$ cat config.mk
export PLATFORM = sky130hd
export DESIGN_NAME = cartridge_bank_controller
export DESIGN_NICKNAME = d
export VERILOG_FILES = /design/src/hw/rtl/cbc_pkg.sv /design/src/hw/rtl/cartridge_bank_controller.sv
export SDC_FILE = /design/constraint.sdc
export NUM_CORES = 1
export LEC_CHECK = 0
export ABC_AREA = 1
export BUFFER_PORTS_ARGS = -buffer_cell sky130_fd_sc_hd__buf_2
export CAP_MARGIN = 0
export CORE_MARGIN = 5
export CORE_UTILIZATION = 46
export CTS_BUF_LIST = sky130_fd_sc_hd__clkbuf_4
export DETAILED_ROUTE_END_ITERATION = 10
export PLACE_DENSITY = 0.86
export SYNTH_ARGS = -nofsm -noshare
export SYNTH_HDL_FRONTEND = slang
export SYNTH_SLANG_ARGS = --single-unit
export TNS_END_PERCENT = 50
$ cat constraint.sdc
create_clock -name clk -period 5.09 [get_ports clk]
set_input_delay 1.018 -clock clk [delete_from_list [all_inputs] [get_ports clk]]
set_output_delay 1.018 -clock clk [all_outputs]
set_load 0.02 [all_outputs]
$ cat src/hw/rtl/cbc_pkg.sv
package cbc_pkg;

    // Kind of bus access carried by one result beat.
    typedef enum logic [2:0] {
        REGION_FIXED_ROM  = 3'd0,
        REGION_BANKED_ROM = 3'd1,
        REGION_EXT_RAM    = 3'd2,
        REGION_CONTROL    = 3'd3,
        REGION_OTHER      = 3'd4
    } region_t;

    // Controller types. The remaining code of the two-bit register acts as no controller.
    typedef enum logic [1:0] {
        CTRL_NONE = 2'd0,
        CTRL_MBC1 = 2'd1,
        CTRL_MBC5 = 2'd2
    } ctrl_type_t;

    // Configuration register indexes, taken from paddr[3:2].
    typedef enum logic [1:0] {
        REG_CONTROLLER_TYPE    = 2'd0,
        REG_ROM_BANK_COUNT_LOG = 2'd1,
        REG_RAM_BANK_COUNT     = 2'd2
    } reg_index_t;

    localparam int ADDR_W       = 16;
    localparam int DATA_W       = 8;
    localparam int ROM_BANK_W   = 16;
    localparam int RAM_BANK_W   = 4;
    localparam int ROM_ADDR_W   = 30;
    localparam int RAM_ADDR_W   = 17;
    localparam int ROM_OFFS_W   = 14;
    localparam int RAM_OFFS_W   = 13;
    localparam int S_TDATA_W    = 24;
    localparam int M_TDATA_W    = 72;
    localparam int APB_ADDR_W   = 4;
    localparam int APB_DATA_W   = 32;

    localparam logic [ADDR_W-1:0] ADDR_ROM_BANK  = 16'h2000;
    localparam logic [ADDR_W-1:0] ADDR_ROM_HIGH  = 16'h3000;
    localparam logic [ADDR_W-1:0] ADDR_BANKED    = 16'h4000;
    localparam logic [ADDR_W-1:0] ADDR_MODE      = 16'h6000;
    localparam logic [ADDR_W-1:0] ADDR_VRAM      = 16'h8000;
    localparam logic [ADDR_W-1:0] ADDR_EXT_RAM   = 16'hA000;
    localparam logic [ADDR_W-1:0] ADDR_WRAM      = 16'hC000;

    localparam logic [3:0]            RAM_ENABLE_KEY = 4'hA;
    localparam logic [4:0]            MBC1_BANK_MASK = 5'h1F;
    localparam logic [ROM_BANK_W-1:0] ROM_HIGH_MASK  = 16'hFF00;
    localparam logic [ROM_BANK_W-1:0] ROM_LOW_MASK   = 16'h00FF;
    localparam logic [4:0]            RAM_COUNT_MAX  = 5'd16;

endpackage

$ cat src/hw/rtl/cartridge_bank_controller.sv
// A result beat appears on the master side in the cycle after its access beat is taken.
// One access beat is taken per cycle while the result stream accepts; the decode and the
// bank register update are done combinationally before the result register.
// The slave side stalls only while a result beat waits in the output register unaccepted.
// Reset (rst_n low, asynchronous): ROM bank 1, RAM bank 0, RAM disabled, all configuration
// registers 0, no result beat pending.
module cartridge_bank_controller (
    input  logic                           clk,
    input  logic                           rst_n,
    // APB configuration port
    input  logic                           psel,
    input  logic                           penable,
    input  logic                           pwrite,
    input  logic [cbc_pkg::APB_ADDR_W-1:0] paddr,
    input  logic [cbc_pkg::APB_DATA_W-1:0] pwdata,
    output logic [cbc_pkg::APB_DATA_W-1:0] prdata,
    output logic                           pready,
    // Access stream
    input  logic                           s_axis_tvalid,
    output logic                           s_axis_tready,
    input  logic [cbc_pkg::S_TDATA_W-1:0]  s_axis_tdata,  // address[15:0], write_data[23:16]
    input  logic                           s_axis_tuser,  // func (0 read, 1 write)
    // Result stream
    output logic                           m_axis_tvalid,
    input  logic                           m_axis_tready,
    output logic [cbc_pkg::M_TDATA_W-1:0]  m_axis_tdata,  // rom_address[29:0],
                                                          // ram_address[46:30],
                                                          // ram_enabled[47],
                                                          // rom_bank_now[63:48],
                                                          // ram_bank_now[67:64], zeros above
    output logic [2:0]                     m_axis_tuser   // region
);
    import cbc_pkg::*;

    // ------------------------------------------------------------------
    // Configuration registers
    // ------------------------------------------------------------------
    logic [1:0] ctrl_type_reg;
    logic [3:0] rom_count_log_reg;
    logic [4:0] ram_count_reg;
    logic       cfg_write;
    reg_index_t cfg_index;

    assign pready    = 1'b1;
    assign cfg_write = psel && penable && pwrite && pready;
    assign cfg_index = reg_index_t'(paddr[3:2]);

    always_ff @(posedge clk or negedge rst_n)
    begin
        if (!rst_n)
        begin
            ctrl_type_reg     <= 2'd0;
            rom_count_log_reg <= 4'd0;
            ram_count_reg     <= 5'd0;
        end
        else if (cfg_write)
        begin
            unique case (cfg_index)
                REG_CONTROLLER_TYPE:    ctrl_type_reg     <= pwdata[1:0];
                REG_ROM_BANK_COUNT_LOG: rom_count_log_reg <= pwdata[3:0];
                REG_RAM_BANK_COUNT:     ram_count_reg     <= pwdata[4:0];
                default:                ;
            endcase
        end
    end

    // Reads return the register zero-extended; unused addresses read as zero.
    always_comb
    begin
        unique case (cfg_index)
            REG_CONTROLLER_TYPE:    prdata = {30'd0, ctrl_type_reg};
            REG_ROM_BANK_COUNT_LOG: prdata = {28'd0, rom_count_log_reg};
            REG_RAM_BANK_COUNT:     prdata = {27'd0, ram_count_reg};
            default:                prdata = '0;
        endcase
    end

    // ------------------------------------------------------------------
    // Bank state and access decode
    // ------------------------------------------------------------------
    logic [ROM_BANK_W-1:0] rom_bank_reg, rom_bank_next;
    logic [RAM_BANK_W-1:0] ram_bank_reg, ram_bank_next;
    logic                  ram_enable_reg, ram_enable_next;

    logic                  in_accept;
    logic                  is_write;
    logic [ADDR_W-1:0]     addr;
    logic [DATA_W-1:0]     data;
    logic                  ctrl_active;
    logic [16:0]           rom_count;
    logic [ROM_BANK_W-1:0] rom_mask;
    logic [4:0]            mbc1_bank;
    logic [4:0]            ram_limit;
    logic [ROM_BANK_W-1:0] mbc5_low_sum;
    logic [ROM_BANK_W-1:0] read_bank;

    region_t               region_next;
    logic [ROM_ADDR_W-1:0] rom_addr_next;
    logic [RAM_ADDR_W-1:0] ram_addr_next;

    assign in_accept = s_axis_tvalid && s_axis_tready;
    assign is_write  = s_axis_tuser;
    assign addr      = s_axis_tdata[ADDR_W-1:0];
    assign data      = s_axis_tdata[ADDR_W +: DATA_W];

    assign ctrl_active = (ctrl_type_reg == CTRL_MBC1) || (ctrl_type_reg == CTRL_MBC5);

    // The ROM holds 2 << log banks; the mask is that count minus one, kept to 16 bits.
    assign rom_count = 17'd2 << rom_count_log_reg;
    assign rom_mask  = ROM_BANK_W'(rom_count - 17'd1);

    // MBC1 bank: five bits, zero maps to one, then wrapped when the ROM has fewer
    // than 32 banks.
    always_comb
    begin
        mbc1_bank = data[4:0] & MBC1_BANK_MASK;
        if (mbc1_bank == 5'd0)
        begin
            mbc1_bank = 5'd1;
        end
        if (rom_count_log_reg < 4'd4)
        begin
            mbc1_bank = mbc1_bank & rom_mask[4:0];
        end
    end

    assign ram_limit    = (ram_count_reg > RAM_COUNT_MAX) ? RAM_COUNT_MAX : ram_count_reg;
    assign mbc5_low_sum = ((rom_bank_reg & ROM_HIGH_MASK) + {8'd0, data}) & rom_mask;

    // Register updates caused by a control write.
    always_comb
    begin
        rom_bank_next   = rom_bank_reg;
        ram_bank_next   = ram_bank_reg;
        ram_enable_next = ram_enable_reg;
        if (in_accept && is_write && (addr < ADDR_VRAM) && ctrl_active)
        begin
            if (addr < ADDR_ROM_BANK)
            begin
                ram_enable_next = (data[3:0] == RAM_ENABLE_KEY);
            end
            else if (ctrl_type_reg == CTRL_MBC1)
            begin
                if (addr < ADDR_BANKED)
                begin
                    rom_bank_next = {11'd0, mbc1_bank};
                end
                else if (addr < ADDR_MODE)
                begin
                    if (ram_count_reg > 5'd1)
                    begin
                        ram_bank_next = ({3'd0, ram_limit} > data) ? data[3:0] : 4'd0;
                    end
                end
            end
            else
            begin
                if (addr < ADDR_ROM_HIGH)
                begin
                    rom_bank_next = mbc5_low_sum;
                end
                else if (addr < ADDR_BANKED)
                begin
                    rom_bank_next = {data, rom_bank_reg[7:0] & ROM_LOW_MASK[7:0]};
                end
                else if (addr < ADDR_MODE)
                begin
                    ram_bank_next = data[3:0];
                end
            end
        end
    end

    // Without an active controller the banked window always shows bank 1.
    assign read_bank = ctrl_active ? rom_bank_reg : 16'd1;

    always_comb
    begin
        region_next   = REGION_OTHER;
        rom_addr_next = '0;
        ram_addr_next = '0;
        if (addr < ADDR_VRAM)
        begin
            if (is_write)
            begin
                region_next = REGION_CONTROL;
            end
            else if (addr < ADDR_BANKED)
            begin
                region_next   = REGION_FIXED_ROM;
                rom_addr_next = {14'd0, addr};
            end
            else
            begin
                region_next   = REGION_BANKED_ROM;
                rom_addr_next = {read_bank, addr[ROM_OFFS_W-1:0]};
            end
        end
        else if ((addr >= ADDR_EXT_RAM) && (addr < ADDR_WRAM))
        begin
            region_next   = REGION_EXT_RAM;
            ram_addr_next = {ram_bank_reg, addr[RAM_OFFS_W-1:0]};
        end
    end

    always_ff @(posedge clk or negedge rst_n)
    begin
        if (!rst_n)
        begin
            rom_bank_reg   <= 16'd1;
            ram_bank_reg   <= 4'd0;
            ram_enable_reg <= 1'b0;
        end
        else
        begin
            rom_bank_reg   <= rom_bank_next;
            ram_bank_reg   <= ram_bank_next;
            ram_enable_reg <= ram_enable_next;
        end
    end

    // ------------------------------------------------------------------
    // Result register. A new access is taken whenever the register is empty or
    // its beat leaves in the same cycle, so accesses stream at one per cycle unless stalled.
    // ------------------------------------------------------------------
    logic                 out_valid_reg;
    logic [M_TDATA_W-1:0] out_data_reg;
    region_t              out_region_reg;

    assign s_axis_tready = !out_valid_reg || m_axis_tready;

    always_ff @(posedge clk or negedge rst_n)
    begin
        if (!rst_n)
        begin
            out_valid_reg <= 1'b0;
        end
        else if (s_axis_tready)
        begin
            out_valid_reg <= s_axis_tvalid;
        end
    end

    // The bank fields report the state after this access, so they take the next values.
    always_ff @(posedge clk)
    begin
        if (in_accept)
        begin
            out_region_reg <= region_next;
            out_data_reg   <= {4'd0, ram_bank_next, rom_bank_next, ram_enable_next,
                               ram_addr_next, rom_addr_next};
        end
    end

    assign m_axis_tvalid = out_valid_reg;
    assign m_axis_tdata  = out_data_reg;
    assign m_axis_tuser  = out_region_reg;

    // ------------------------------------------------------------------
    // Assertions
    // ------------------------------------------------------------------
    a_accept_gives_result: assert property (@(posedge clk) disable iff (!rst_n)
        in_accept |=> m_axis_tvalid)
        else $error("accepted access produced no result beat");

    a_no_ctrl_keeps_banks: assert property (@(posedge clk) disable iff (!rst_n)
        (in_accept && !ctrl_active) |=> ($stable(rom_bank_reg) && $stable(ram_bank_reg)
                                         && $stable(ram_enable_reg)))
        else $error("bank state changed without an active controller");

    a_ram_enable_key: assert property (@(posedge clk) disable iff (!rst_n)
        (in_accept && is_write && ctrl_active && (addr < ADDR_ROM_BANK))
        |=> (ram_enable_reg == ($past(data[3:0]) == RAM_ENABLE_KEY)))
        else $error("RAM enable flag does not follow the enable write");

endmodule
Word-level counts from Yosys, hierarchy flattened

Index checks and enable logic that the tools add are counted.

Register bits: 104
Input bits: 68
Output and inout bits: 110

Add/subtract/negate cells: 2
$lt $le $gt $ge: 11
Equal/unequal tests: 5
Shifts and indexed selects: 1
Mux-type cells: 28
Bitwise operators: 5
Reduce and logical (&&, ||, !) cells: 18

Operators by type and width:

| cell                                                          | count |
|---|---|
| two-way mux 16 bit                                            | 7 |
| two-way mux 4 bit                                             | 10 |
| less-than comparator 16 x 14 -> 1 bit (second input constant) | 2 |
| less-than comparator 16 x 15 -> 1 bit (second input constant) | 2 |
| less-than comparator 16 bit (second input constant)           | 2 |
| adder 16 x 8 -> 16 bit                                        | 1 |
| bitwise AND 16 bit                                            | 1 |
| greater-or-equal comparator 16 bit (second input constant)    | 1 |
| left shift 2 x 4 -> 16 bit (first input constant)             | 1 |
| subtractor 16 x 1 -> 16 bit (second input constant)           | 1 |
| two-way mux 5 bit                                             | 3 |
| case mux 5 bit (3 select lines)                               | 1 |
| > comparator 5 x 8 -> 1 bit                                   | 1 |
| logical AND 1 bit                                             | 7 |
| two-way mux 3 bit                                             | 2 |
| AND reduction 2 bit                                           | 3 |
| bitwise AND 5 bit                                             | 1 |
| > comparator 5 x 1 -> 1 bit (second input constant)           | 1 |
| > comparator 5 bit (second input constant)                    | 1 |
| logical NOT 5 bit                                             | 1 |
| == test 2 x 1 -> 1 bit (second input constant)                | 2 |
| == test 2 bit (second input constant)                         | 2 |
| == test 4 bit (second input constant)                         | 1 |
| less-than comparator 4 x 3 -> 1 bit (second input constant)   | 1 |
| 8 further kinds                                               | 15 |

Depth between registers and ports, before layout

Gate-level depths: netlist (run 1).

Depth after elaboration: 10
Depth in mapped cells: 14
Depth with buffers taken out: 14

Least setup slack after synthesis (run 1)

Ideal clock, no wire load.

Kind: input to register
Start: input s_axis_tvalid
End: register out_data_reg[57], in the netlist m_axis_tdata[57], data pin
Setup time: 261 ps
Arrival: 5610 ps
Required time: 4829 ps
Path slack: -782 ps
Stages: 7
Path through: inv_1 -> a21oi_1 -> nand2_2 -> nor2_1 -> inv_1 -> a31oi_1 -> o21ai_1

Longest elaborated chain between the ends: 5

Ends and longest elaborated chain:

| element                         | line                             | RTL |
|---|---|---|
| start: declaration              | cartridge_bank_controller.sv:19  | `input logic s_axis_tvalid,` |
| logical AND 1 bit               | cartridge_bank_controller.sv:101 | `assign in_accept = s_axis_tvalid && s_axis_tready;` |
| via in_accept                   | cartridge_bank_controller.sv:85  | `logic in_accept;` |
| logical AND 1 bit (3 in series) | cartridge_bank_controller.sv:136 | `if (in_accept && is_write && (addr < ADDR_VRAM) && ctrl_active)` |
| two-way mux 16 bit              | cartridge_bank_controller.sv:136 |  |
| via rom_bank_next[9]            | cartridge_bank_controller.sv:81  | `logic [ROM_BANK_W-1:0] rom_bank_reg, rom_bank_next;` |
| end signal: assignment          | cartridge_bank_controller.sv:250 | `out_data_reg <= {4'd0, ram_bank_next, rom_bank_next, ram_enable_next,` |
| end: declaration                | cartridge_bank_controller.sv:227 | `logic [M_TDATA_W-1:0] out_data_reg;` |

The timed path passes the listed nets, and every way through them passes these cells.
A chain may end at the register's enable or synchronous reset.

Worst setup path after layout (run 1)

Start: input paddr[2] (netlist name)
End: output prdata[0] (netlist name)

Longest elaborated chain between the ends: 2

Ends and longest elaborated chain:

| element                                     | line                            | RTL |
|---|---|---|
| start: declaration                          | cartridge_bank_controller.sv:14 | `input logic [cbc_pkg::APB_ADDR_W-1:0] paddr,` |
| == test 2 bit, or another cell as far along | cartridge_bank_controller.sv:70 | `unique case (cfg_index)` |
| case mux 5 bit (3 select lines) *           | cartridge_bank_controller.sv:70 |  |
| end: declaration                            | cartridge_bank_controller.sv:16 | `output logic [cbc_pkg::APB_DATA_W-1:0] prdata,` |

Mark *: on every way between the ends. The rest lies on a longest branch, timed or not.

==> results.md, run 1 <==
- Outcome: complete, no violations
- Post-synth EDFFs: slightly above 70
- DRC: 0
- Most used DFF post-synth: edfxtp_1
- Final clock skew: 0.01055 ns
- Sink Count: 104
- Total track usage: 0.1759
- DRT iter0 DRCs: around 230
- DP Area: approximately 0.0054 mm²
- Drt wl/cell: 14.59 µm
- Wire length on met1: 4806 µm
- Peak supply drop: 0.1441 mV
- I/O pins: 178
- PwrDens: 348.9 mW/mm²
- Starting Density: 0.4703
- Core area: between 0.01 and 0.015 mm²
- Vias in the first global route: approximately 3600
- Post-CTS setup buffer count: 0
- Drt via density: 4.882
- Final Max Tran Viols: 0
- Inserted Clock Buffers: 9
- Hold Path Sink: ram_count_reg[3]
- Syn Area/Cell: 9.844 µm²
- Worst r2r src: ctrl_type_reg[1]
- Met3 routed WL: between 1000 and 1500 µm
- Area of the multi-input gates: 0.001408 mm²
- CP Launch Type: input port
- Post-synth top cells: nor2_1 (80), nand2_1 (78), inv_1 (75), edfxtp_1 (71)
- Setup crit end kind: output port
- Critical Path AT: 1.80 ns
- Leak: 2.674 nW
- Die area: 0.01266 mm²
- Register area share after synthesis: 0.6122
- Worst-margin pin slew: 0.8679 ns
- Cts repair resizes: 0
- Post-layout instance area: 0.005563 mm²
- Sequential cell area: 0.002959 mm²
- Critical path peak fanout: 3
- Nets: 684
- Setup Viol. Count Final: 0
- Reg clk slew, reported paths: roughly 0.15 ns
- R2r setup slk: between 2 and 3 ns
- Reg2Reg Capture Point: m_axis_tdata[48]
- Antenna violations before repair: 2
- Synth top area share: 0.4411
- Min-Delay Path Depth: 2
- Mapped Area: 0.004833 mm²
- Largest net degree at the start of global routing: between 70 and 80
- Endpoints failing hold: 0
- CTS tree: built
- Worst hold start: ram_count_reg[3]
- Yosys warnings: 0
- Row cnt: 37
- Drt total wl: 11000 µm
- Synth area leader: edfxtp_1
- Setup CP Type: input port to output port
- Cts hold-fix bufs: 0
- First-pass GRT wire length: around 18000 µm
- Register bit total from synthesis: 104
- Die Y: around 110 µm
- Max-Cap Viols: 0
- DRT antenna net count: 0
- Placed wire-length estimate: 8574 µm
- Die extent in x: 112.5 µm
- Clock root cell: clkbuf_4
- Ys async rst share: 0.3173
- Fin Setup TNS: 0 ns
- Max_slew headroom: 0.4214
- Cells after synthesis: 491
- CP required: 4.07 ns
- Dominant cells by area after synthesis: edfxtp_1 (44%), dfrtp_1 (17%), nor2_1 (6.2%), nand2_1 (6.1%), inv_1 (5.8%)
- Met2 Wirelength: 4918 µm
- First-pass DRT Iterations: 5
- R2R depth: 10
- RSZ-0062 raised after global routing: no
- Fin crit share: 0.5544
- Max FFs per register: approximately 70
- Layout filler cell count: 924
- Layout overhead on the synthesized area: 15.09%
- Most common cell in the netlist: nor2_1
- Post-synth cell types: 35
- Via count: 3681
- Max Used Layer: met5
- Gpl congestion: 0.9112
- Min Clock Period, post-route: about 2.8 ns
- Worst hold path class: flop to flop
- Clock insertion delay at the later pin of the skew report: between 0.4 and 0.5 ns
- Fmax: 0.3544 GHz
- Port buffer count: 116
- Layout cells sized above 1: 0.2557
- Total power: 1.941 mW
- CTS H-tree depth: 3
- Final global-route overflow total: 0
- Max clock buf depth: 2
## cell families (layout without fill, tap and decap cells)
logic type | Yosys count | in the layout | share of synthesized area
other | 2 | 36 | 0.001554
adder cells (fa/ha/maj) | 7 | 7 | 0.01812
flip-flops | 104 | 104 | 0.6122
AND/OR/NAND/NOR | 196 | 196 | 0.1716
XOR/XNOR | 1 | 1 | 0.001812
AO/OA/AOI/OAI | 60 | 60 | 0.07248
buffers and inverters | 121 | 214 | 0.1222
## per-layer routing
layer,vias to the layer above,global-route usage
met3,21,0.04960
met4,2,0.05128
met5,-,0
li1,1764,-
met2,200,0.2837
met1,1694,0.2331
## worst max path at each step
stage	to	slack (ns)	from
4_1_cts	prdata[0]	2.27	paddr[2]
5_1_grt	prdata[0]	2.15	paddr[2]
2_1_floorplan	m_axis_tdata[57]	0.78	m_axis_tready
3_3_place_gp	prdata[0]	2.33	paddr[2]
6_report	prdata[0]	2.27	paddr[2]
3_5_place_dp	prdata[0]	2.27	paddr[2]
## power breakdown
part	internal (mW)	switching (mW)
combinational	0.136	0.332
sequential	1.04	0.0502
clock	0.104	0.277
## critical path, cell delays in order
cell and delay, ns:
buf_2 0.08, inv_1 0.05, nor2_1 0.16, inv_1 0.11
o221ai_1 0.18, buf_2 0.20
## through the flow
step	util	std cells	hold WS, ns	setup WS, ns
global placement	0.5285	734	0.4700	2.333
finish	0.5413	754	0.5161	2.268
global route	0.5413	754	0.5506	2.149
detailed placement	0.5285	734	0.4844	2.270
CTS	0.5403	750	0.5193	2.266
floorplan	-	521	0.4530	0.7833
## layout by cell type (no fill, tap or decap), drive strengths merged
master,n
a31oi,1
xor2,1
conb,32
and3,2
nor2,87
o221ai,1
dfrtp,32
inv,83
o22ai,5
a21oi,14
nor3,7
ha,7
o32ai,1
nand4,7
edfxtp,71
nand2,83
clkinvlp,3
clkbuf,9
diode,4
buf,117
clkinv,2
nand3,10
a211oi,2
o21ai,33
o211ai,3
dfstp,1
## area by class of cell
| cell class | count | share of cell area |
|---|---|---|
| flip-flops and latches | 104 | 0.5319 |
| multi-input cells | 296 | 0.2530 |
| clock inverters | 7 | 0.009672 |
| inverters | 81 | 0.05511 |
| well taps | 136 | 0.03059 |
| repair buffers | 117 | 0.1057 |
| diodes | 4 | 0.001799 |
| clock buffers | 9 | 0.01215 |
(Power assumes the default switching activity.)
==> run 2, diff against run 1 <==
--- a/config.mk
+++ b/config.mk
@@ -9,10 +9,10 @@
 export BUFFER_PORTS_ARGS = -buffer_cell sky130_fd_sc_hd__buf_2
 export CAP_MARGIN = 0
 export CORE_MARGIN = 5
-export CORE_UTILIZATION = 46
+export CORE_UTILIZATION = 51
 export CTS_BUF_LIST = sky130_fd_sc_hd__clkbuf_4
 export DETAILED_ROUTE_END_ITERATION = 10
-export PLACE_DENSITY = 0.86
+export PLACE_DENSITY = 0.9
 export SYNTH_ARGS = -nofsm -noshare
 export SYNTH_HDL_FRONTEND = slang
 export SYNTH_SLANG_ARGS = --single-unit
==> constraint.sdc (replaced) <==
create_clock -name clk -period 2.8 [get_ports clk]
set_input_delay 0.56 -clock clk [delete_from_list [all_inputs] [get_ports clk]]
set_output_delay 0.56 -clock clk [all_outputs]
set_load 0.02 [all_outputs]
==> results.md, run 2 (same netlist as run 1, synthesis figures left out) <==
- Outcome: complete, no violations (unchanged)
- Setup crit end kind: flop (was output port)
- DRT antenna net count: 0 (unchanged)
- Fmax: roughly 0.45 GHz
- Most frequent cells in the layout: buf_2 (116), nor2_1 (79), nand2_1 (78), inv_1 (73), edfxtp_1 (71) (was buf_2 (116), nor2_1 (80), nand2_1 (78), inv_1 (75), edfxtp_1 (71))
- Inserted Clock Buffers: 9 (unchanged)
- CTS H-tree depth: 3 (unchanged)
- Die Y: 107.4 µm (was 112.5 µm)
- Core area: 0.009240 mm² (was 0.01028 mm²)
- Fin Setup TNS: 0 ns (unchanged)
- Gpl congestion: 0.8566 (was 0.9112)
- Row cnt: 35 (was 37)
- Layout overhead on the synthesized area: 16.08% (was 15.09%)
- I/O pins: 178 (unchanged)
- Cts hold-fix bufs: 0 (unchanged)
- Drt total wl: 11080 µm (was 11000 µm)
- Most common cell after layout, fill and taps aside: buf_2 (unchanged)
- Max_slew headroom: 0.4238 (was 0.4214)
- Leak: 2.708 nW (was 2.674 nW)
- Total power: 3.680 mW (was 1.941 mW)
- Drt via density: 4.862 (was 4.882)
- Layout filler cell count: 764 (was 924)
- Final clock skew: 0.01473 ns (was 0.01055 ns)
- Max-Cap Viols: 0 (unchanged)
- CTS tree: built (unchanged)
- Drt wl/cell: 14.89 µm (was 14.59 µm)
- DP Area: 0.005445 mm² (was 0.005431 mm²)
- Via count: 3617 (was 3681)
- Layout Utilization: 0.6072 (was 0.5413)
- Critical Path AT: 2.44 ns (was 1.80 ns)
- RSZ-0062 raised after global routing: no (unchanged)
- Total track usage: 0.1951 (was 0.1759)
- Nets: 685 (was 684)
- Reg clk slew, reported paths: 0.17 ns (was 0.15 ns)
- Die area: 0.01152 mm² (was 0.01266 mm²)
- CP required: 3.03 ns (was 4.07 ns)
- First-pass GRT wire length: 17430 µm (was 17810 µm)
- Setup CP Type: flop to flop (was input port to output port)
- DRT iter0 DRCs: 220 (was 228)
- Die extent in x: 107.4 µm (was 112.5 µm)
- Min Clock Period, post-route: ~2.2 ns
- Clock insertion delay at the later pin of the skew report: 0.46 ns (was 0.45 ns)
- Vias in the first global route: 3584 (was 3562)
- Placed wire-length estimate: 8465 µm (was 8574 µm)
- Critical path peak fanout: 12 (was 3)
- Setup Viol. Count Final: 0 (unchanged)
- Endpoints failing hold: 0 (unchanged)
- Largest net degree at the start of global routing: 72 (unchanged)
- N_diodes: 0 (was 4)
- Sink Count: 104 (unchanged)
- Max FFs per register: 68 (unchanged)
- First-pass DRT Iterations: 4 (was 5)
- Post-layout instance area: 0.005610 mm² (was 0.005563 mm²)
- Post-CTS setup buffer count: 0 (unchanged)
- Antenna violations before repair: 1 (was 2)
- Final global-route overflow total: 0 (unchanged)
- Worst hold path class: input port to asynchronous set/reset pin (was flop to flop)
- Peak supply drop: 0.2889 mV (was 0.1441 mV)
- Starting Density: 0.5231 (was 0.4703)
- Fin crit share: 0.7890
- Worst-margin pin slew: 0.8644 ns (was 0.8679 ns)
- Cts repair resizes: 0 (unchanged)
- CP Launch Type: flop (was input port)
- Port buffer count: 116 (unchanged)
- PwrDens: 655.9 mW/mm² (was 348.9 mW/mm²)
- Max clock buf depth: 2 (unchanged)
- DRC: 0 (unchanged)
- Final Max Tran Viols: 0 (unchanged)
- Clock root cell: clkbuf_4 (unchanged)
- Layout cells sized above 1: 0.2618 (was 0.2557)
-- run 2: cell count changes in the layout (fill, tap and decap cells not counted), moves of 2 or more --
| cell | change |
|---|---|
| diode_2 | -4 |
| o21ai_1 | +4 |
| clkinvlp_4 | -3 |
| inv_6 | -2 |
| o21ai_0 | -4 |
| inv_1 | -2 |
| inv_8 | +3 |
-- run 2: critical path, stage by stage, from the launching register on --
cell	delay, ns
dfrtp_1	0.43
ha_1	0.38
nor2_2	0.15
nand2_2	0.11
nor2_4	0.35
nand2_1	0.12
inv_2	0.16
o211ai_1	0.11
o21ai_1	0.10
inv_1	0.07
-- run 2: path summary, 6_finish.rpt --
check | from | to | slack [ns] | depth (start not counted)
min reg2reg | ram_count_reg[2] | ram_count_reg[2] | 0.51 | 2
min | rst_n | rom_count_log_reg[0] | 0.16 | 1
max in group asynchronous | rst_n | ram_bank_reg[0] | 2.15 | 1
min in group clk | s_axis_tvalid | m_axis_tvalid | 0.30 | 3
max | ctrl_type_reg[0] | m_axis_tdata[48] | 0.59 | 9
max reg2reg | ctrl_type_reg[0] | m_axis_tdata[48] | 0.59 | 9
-- run 2: area by class of cell --
cell class / count / area, µm² / share of cell area
clock inverter: 7 / 97.59 / 0.01740
timing repair buffer: 118 / 595.6 / 0.1062
sequential: 104 / 2959 / 0.5274
inverter: 81 / 319.1 / 0.05687
multi-input combinational: 296 / 1410 / 0.2513
clock buffer: 9 / 67.56 / 0.01204
tap: 129 / 161.4 / 0.02877
-- run 2: where the power goes --
group,switching (mW),internal (mW),total (mW)
logic,0.608,0.249,0.857
registers,0.0922,1.89,1.99
clock network,0.535,0.302,0.837
total,1.24,2.44,3.68
-- run 2: metal layers --
| metal | track usage | share of wire | up-vias |
|---|---|---|---|
| met3 | 0.04499 | 0.079 | 20 |
| met2 | 0.3387 | 0.49 | 171 |
| li1 | - | - | 1760 |
| met5 | 0 | 0.0012 | - |
| met1 | 0.2475 | 0.42 | 1664 |
| met4 | 0.04869 | 0.015 | 2 |
-- run 2: metrics by stage --
stage | std cells | hold WS [ns] | setup slack, ns
6_report | 744 | 0.1556 | 0.5909
5_1_grt | 744 | 0.1705 | 0.4722
4_1_cts | 744 | 0.1648 | 0.5890
3_5_place_dp | 728 | 0.4778 | 0.5617
3_3_place_gp | 728 | 0.4726 | 0.5890
2_1_floorplan | 521 | 0.2644 | -0.08072
==> run 3, diff against run 2 <==
--- a/config.mk
+++ b/config.mk
@@ -9,10 +9,10 @@
 export BUFFER_PORTS_ARGS = -buffer_cell sky130_fd_sc_hd__buf_2
 export CAP_MARGIN = 0
 export CORE_MARGIN = 5
-export CORE_UTILIZATION = 51
+export CORE_UTILIZATION = 46
 export CTS_BUF_LIST = sky130_fd_sc_hd__clkbuf_4
 export DETAILED_ROUTE_END_ITERATION = 10
-export PLACE_DENSITY = 0.9
+export PLACE_DENSITY = 0.86
 export SYNTH_ARGS = -nofsm -noshare
 export SYNTH_HDL_FRONTEND = slang
 export SYNTH_SLANG_ARGS = --single-unit
==> constraint.sdc (replaced) <==
create_clock -name clk -period 1.82 [get_ports clk]
set_input_delay 0.364 -clock clk [delete_from_list [all_inputs] [get_ports clk]]
set_output_delay 0.364 -clock clk [all_outputs]
set_load 0.02 [all_outputs]
==> results.md, run 3 (same netlist as run 1, synthesis figures left out) <==
- Setup CP Type: flop to flop (unchanged)
- Setup Viol. Count Final: 2 (was 0)
- First-pass DRT Iterations: 4 (unchanged)
- Die Y: 112.5 µm (was 107.4 µm)
- First-pass GRT wire length: 18420 µm (was 17430 µm)
- Most frequent cells in the layout: buf_2 (114), nor2_1 (78), inv_1 (71), nand2_1 (71), edfxtp_1 (71) (was buf_2 (116), nor2_1 (79), nand2_1 (78), inv_1 (73), edfxtp_1 (71))
- Sequential cell area: 0.002962 mm² (was 0.002959 mm²)
- Vias in the first global route: 3793 (was 3584)
- Most common cell after layout, fill and taps aside: buf_2 (unchanged)
- Worst hold path class: input port to flop (was input port to asynchronous set/reset pin)
- Reg clk slew, reported paths: 0.14 ns (was 0.17 ns)
- Placed wire-length estimate: 8974 µm (was 8465 µm)
- Row cnt: 37 (was 35)
- Area of the multi-input gates: 0.001485 mm² (was 0.001410 mm²)
- CTS H-tree depth: 3 (unchanged)
- Clock insertion delay at the later pin of the skew report: 0.45 ns (was 0.46 ns)
- DRC: 0 (unchanged)
- Largest net degree at the start of global routing: 72 (unchanged)
- Outcome: finished with violations (was complete, no violations)
- Layout Utilization: 0.5835 (was 0.6072)
- Inserted Clock Buffers: 9 (unchanged)
- Drt via density: 4.747 (was 4.862)
- Drt total wl: 11240 µm (was 11080 µm)
- Fin Setup TNS: -0.01490 ns (was 0 ns)
- Final clock skew: 0.01802 ns (was 0.01473 ns)
- R2R depth: 14 (was 9)
- PwrDens: 970.3 mW/mm² (was 655.9 mW/mm²)
- Final cell count without fillers: 788 (was 744)
- Worst hold margin: 0.1424 ns (was 0.1556 ns)
- DP Worst Slack: -0.05652 ns (was 0.5617 ns)
- Hold Path Sink: m_axis_tvalid
- Min Clock Period, post-route: 1.831 ns (was 2.209 ns)
- Antenna violations before repair: 1 (unchanged)
- Worst setup margin: -0.01082 ns (was 0.5909 ns)
- Final Max Tran Viols: 0 (unchanged)
- Peak supply drop: 0.3957 mV (was 0.2889 mV)
- Starting Density: 0.4703 (was 0.5231)
- Failing checks: setup timing
- Fmax: 0.5462 GHz (was 0.4527 GHz)
- Worst hold start: s_axis_tvalid
- CP required: 2.02 ns (was 3.03 ns)
- DRT antenna net count: 0 (unchanged)
- Critical Path AT: 2.04 ns (was 2.44 ns)
- Worst-margin pin slew: 0.4984 ns (was 0.8644 ns)
- N_diodes: 0 (unchanged)
- Leak: 2.899 nW (was 2.708 nW)
- Max clock buf depth: 2 (unchanged)
- CP Launch Type: flop (unchanged)
- Fin crit share: 1.006 (was 0.7890)
- I/O pins: 178 (unchanged)
- Max_slew headroom: 0.6669 (was 0.4238)
- Max-Cap Viols: 0 (unchanged)
- Drt wl/cell: 14.27 µm (was 14.89 µm)
- Die extent in x: 112.5 µm (was 107.4 µm)
- Nets: 722 (was 685)
- Worst r2r src: ram_count_reg[3] (was ctrl_type_reg[0])
- Min-Delay Path Depth: 3
- CTS tree: built (unchanged)
- RSZ-0062 raised after global routing: yes (was no)
- Critical path peak fanout: 3 (was 12)
- Die area: 0.01266 mm² (was 0.01152 mm²)
- Placed Cells: 769 (was 728)
- Final global-route overflow total: 0 (unchanged)
- Layout overhead on the synthesized area: 24.07% (was 16.08%)
- Layout filler cell count: 914 (was 764)
- Total track usage: 0.1817 (was 0.1951)
- Core area: 0.01028 mm² (was 0.009240 mm²)
- Reg2Reg Capture Point: m_axis_tdata[64] (was m_axis_tdata[48])
- R2r setup slk: -0.01 ns (was 0.59 ns)
- DRT iter0 DRCs: 220 (unchanged)
- Layout cells sized above 1: 0.3328 (was 0.2618)
- Clock root cell: clkbuf_4 (unchanged)
- Gpl congestion: 0.9313 (was 0.8566)
- Sink Count: 104 (unchanged)
- Port buffer count: 116 (unchanged)
- Setup crit end kind: flop (unchanged)
- Max FFs per register: 68 (unchanged)
- Via count: 3741 (was 3617)
- Endpoints failing hold: 0 (unchanged)
[run 3: worst max-delay path by stage]
stage	to	start
6_report	m_axis_tdata[64]	ram_count_reg[3]
5_1_grt	m_axis_tdata[67]	ram_count_reg[1]
4_1_cts	m_axis_tdata[67]	ram_count_reg[3]
3_5_place_dp	m_axis_tdata[67]	ram_count_reg[1]
3_3_place_gp	m_axis_tdata[64]	ram_count_reg[1]
2_1_floorplan	m_axis_tdata[57]	m_axis_tvalid
[run 3: per-stage QoR]
| step | total power, mW | cell area [µm²] |
|---|---|---|
| 2_1_floorplan | 4.058 | 4966 |
| 3_3_place_gp | 4.556 | 5753 |
| 3_5_place_dp | 4.604 | 5753 |
| 4_1_cts | 5.792 | 5938 |
| 5_1_grt | 6.169 | 5997 |
| 6_report | 5.819 | 5997 |
[run 3: repair_timing]
item,CTS,global route
buffers inserted,0,2
resized for setup,10,16
pin swaps,5,5
hold buffers,1,0
endpoints found under the setup margin,8,23
endpoints found under the hold margin,17,0
[run 3: final cells by class]
| type | count | share of cell area |
|---|---|---|
| clock buffers | 11 | 0.01377 |
| clock inverters | 5 | 0.009389 |
| inverters | 81 | 0.05112 |
| multi-input cells | 296 | 0.2477 |
| flip-flops and latches | 104 | 0.4938 |
| well taps | 136 | 0.02837 |
| repair buffers | 155 | 0.1559 |
[run 3: where the power goes]
part / internal [mW] / switching (mW)
Clock: 0.455 / 0.714
Sequential: 2.91 / 0.136
Combinational: 0.583 / 1.02
Total: 3.95 / 1.87
[run 3: critical path, stage by stage (launching register included)]
cell	delay, ns
dfrtp_1	0.43
inv_2	0.08
nand4_1	0.12
a21oi_2	0.14
ha_1	0.23
nand2_1	0.07
inv_2	0.04
nand2_2	0.05
nand2_1	0.04
nand2_1	0.05
nand2_1	0.06
nand2_2	0.08
nand2_2	0.06
nand3_1	0.08
o21ai_2	0.07
[run 3: per-layer routing]
metal  global-route usage  routed length (µm)  up-vias
li1                     -                   -     1832
met1               0.2351                4736     1736
met2               0.3000                5338      151
met3              0.05337                 974       20
met4              0.04888                 181        2
met5                    0                  11        -
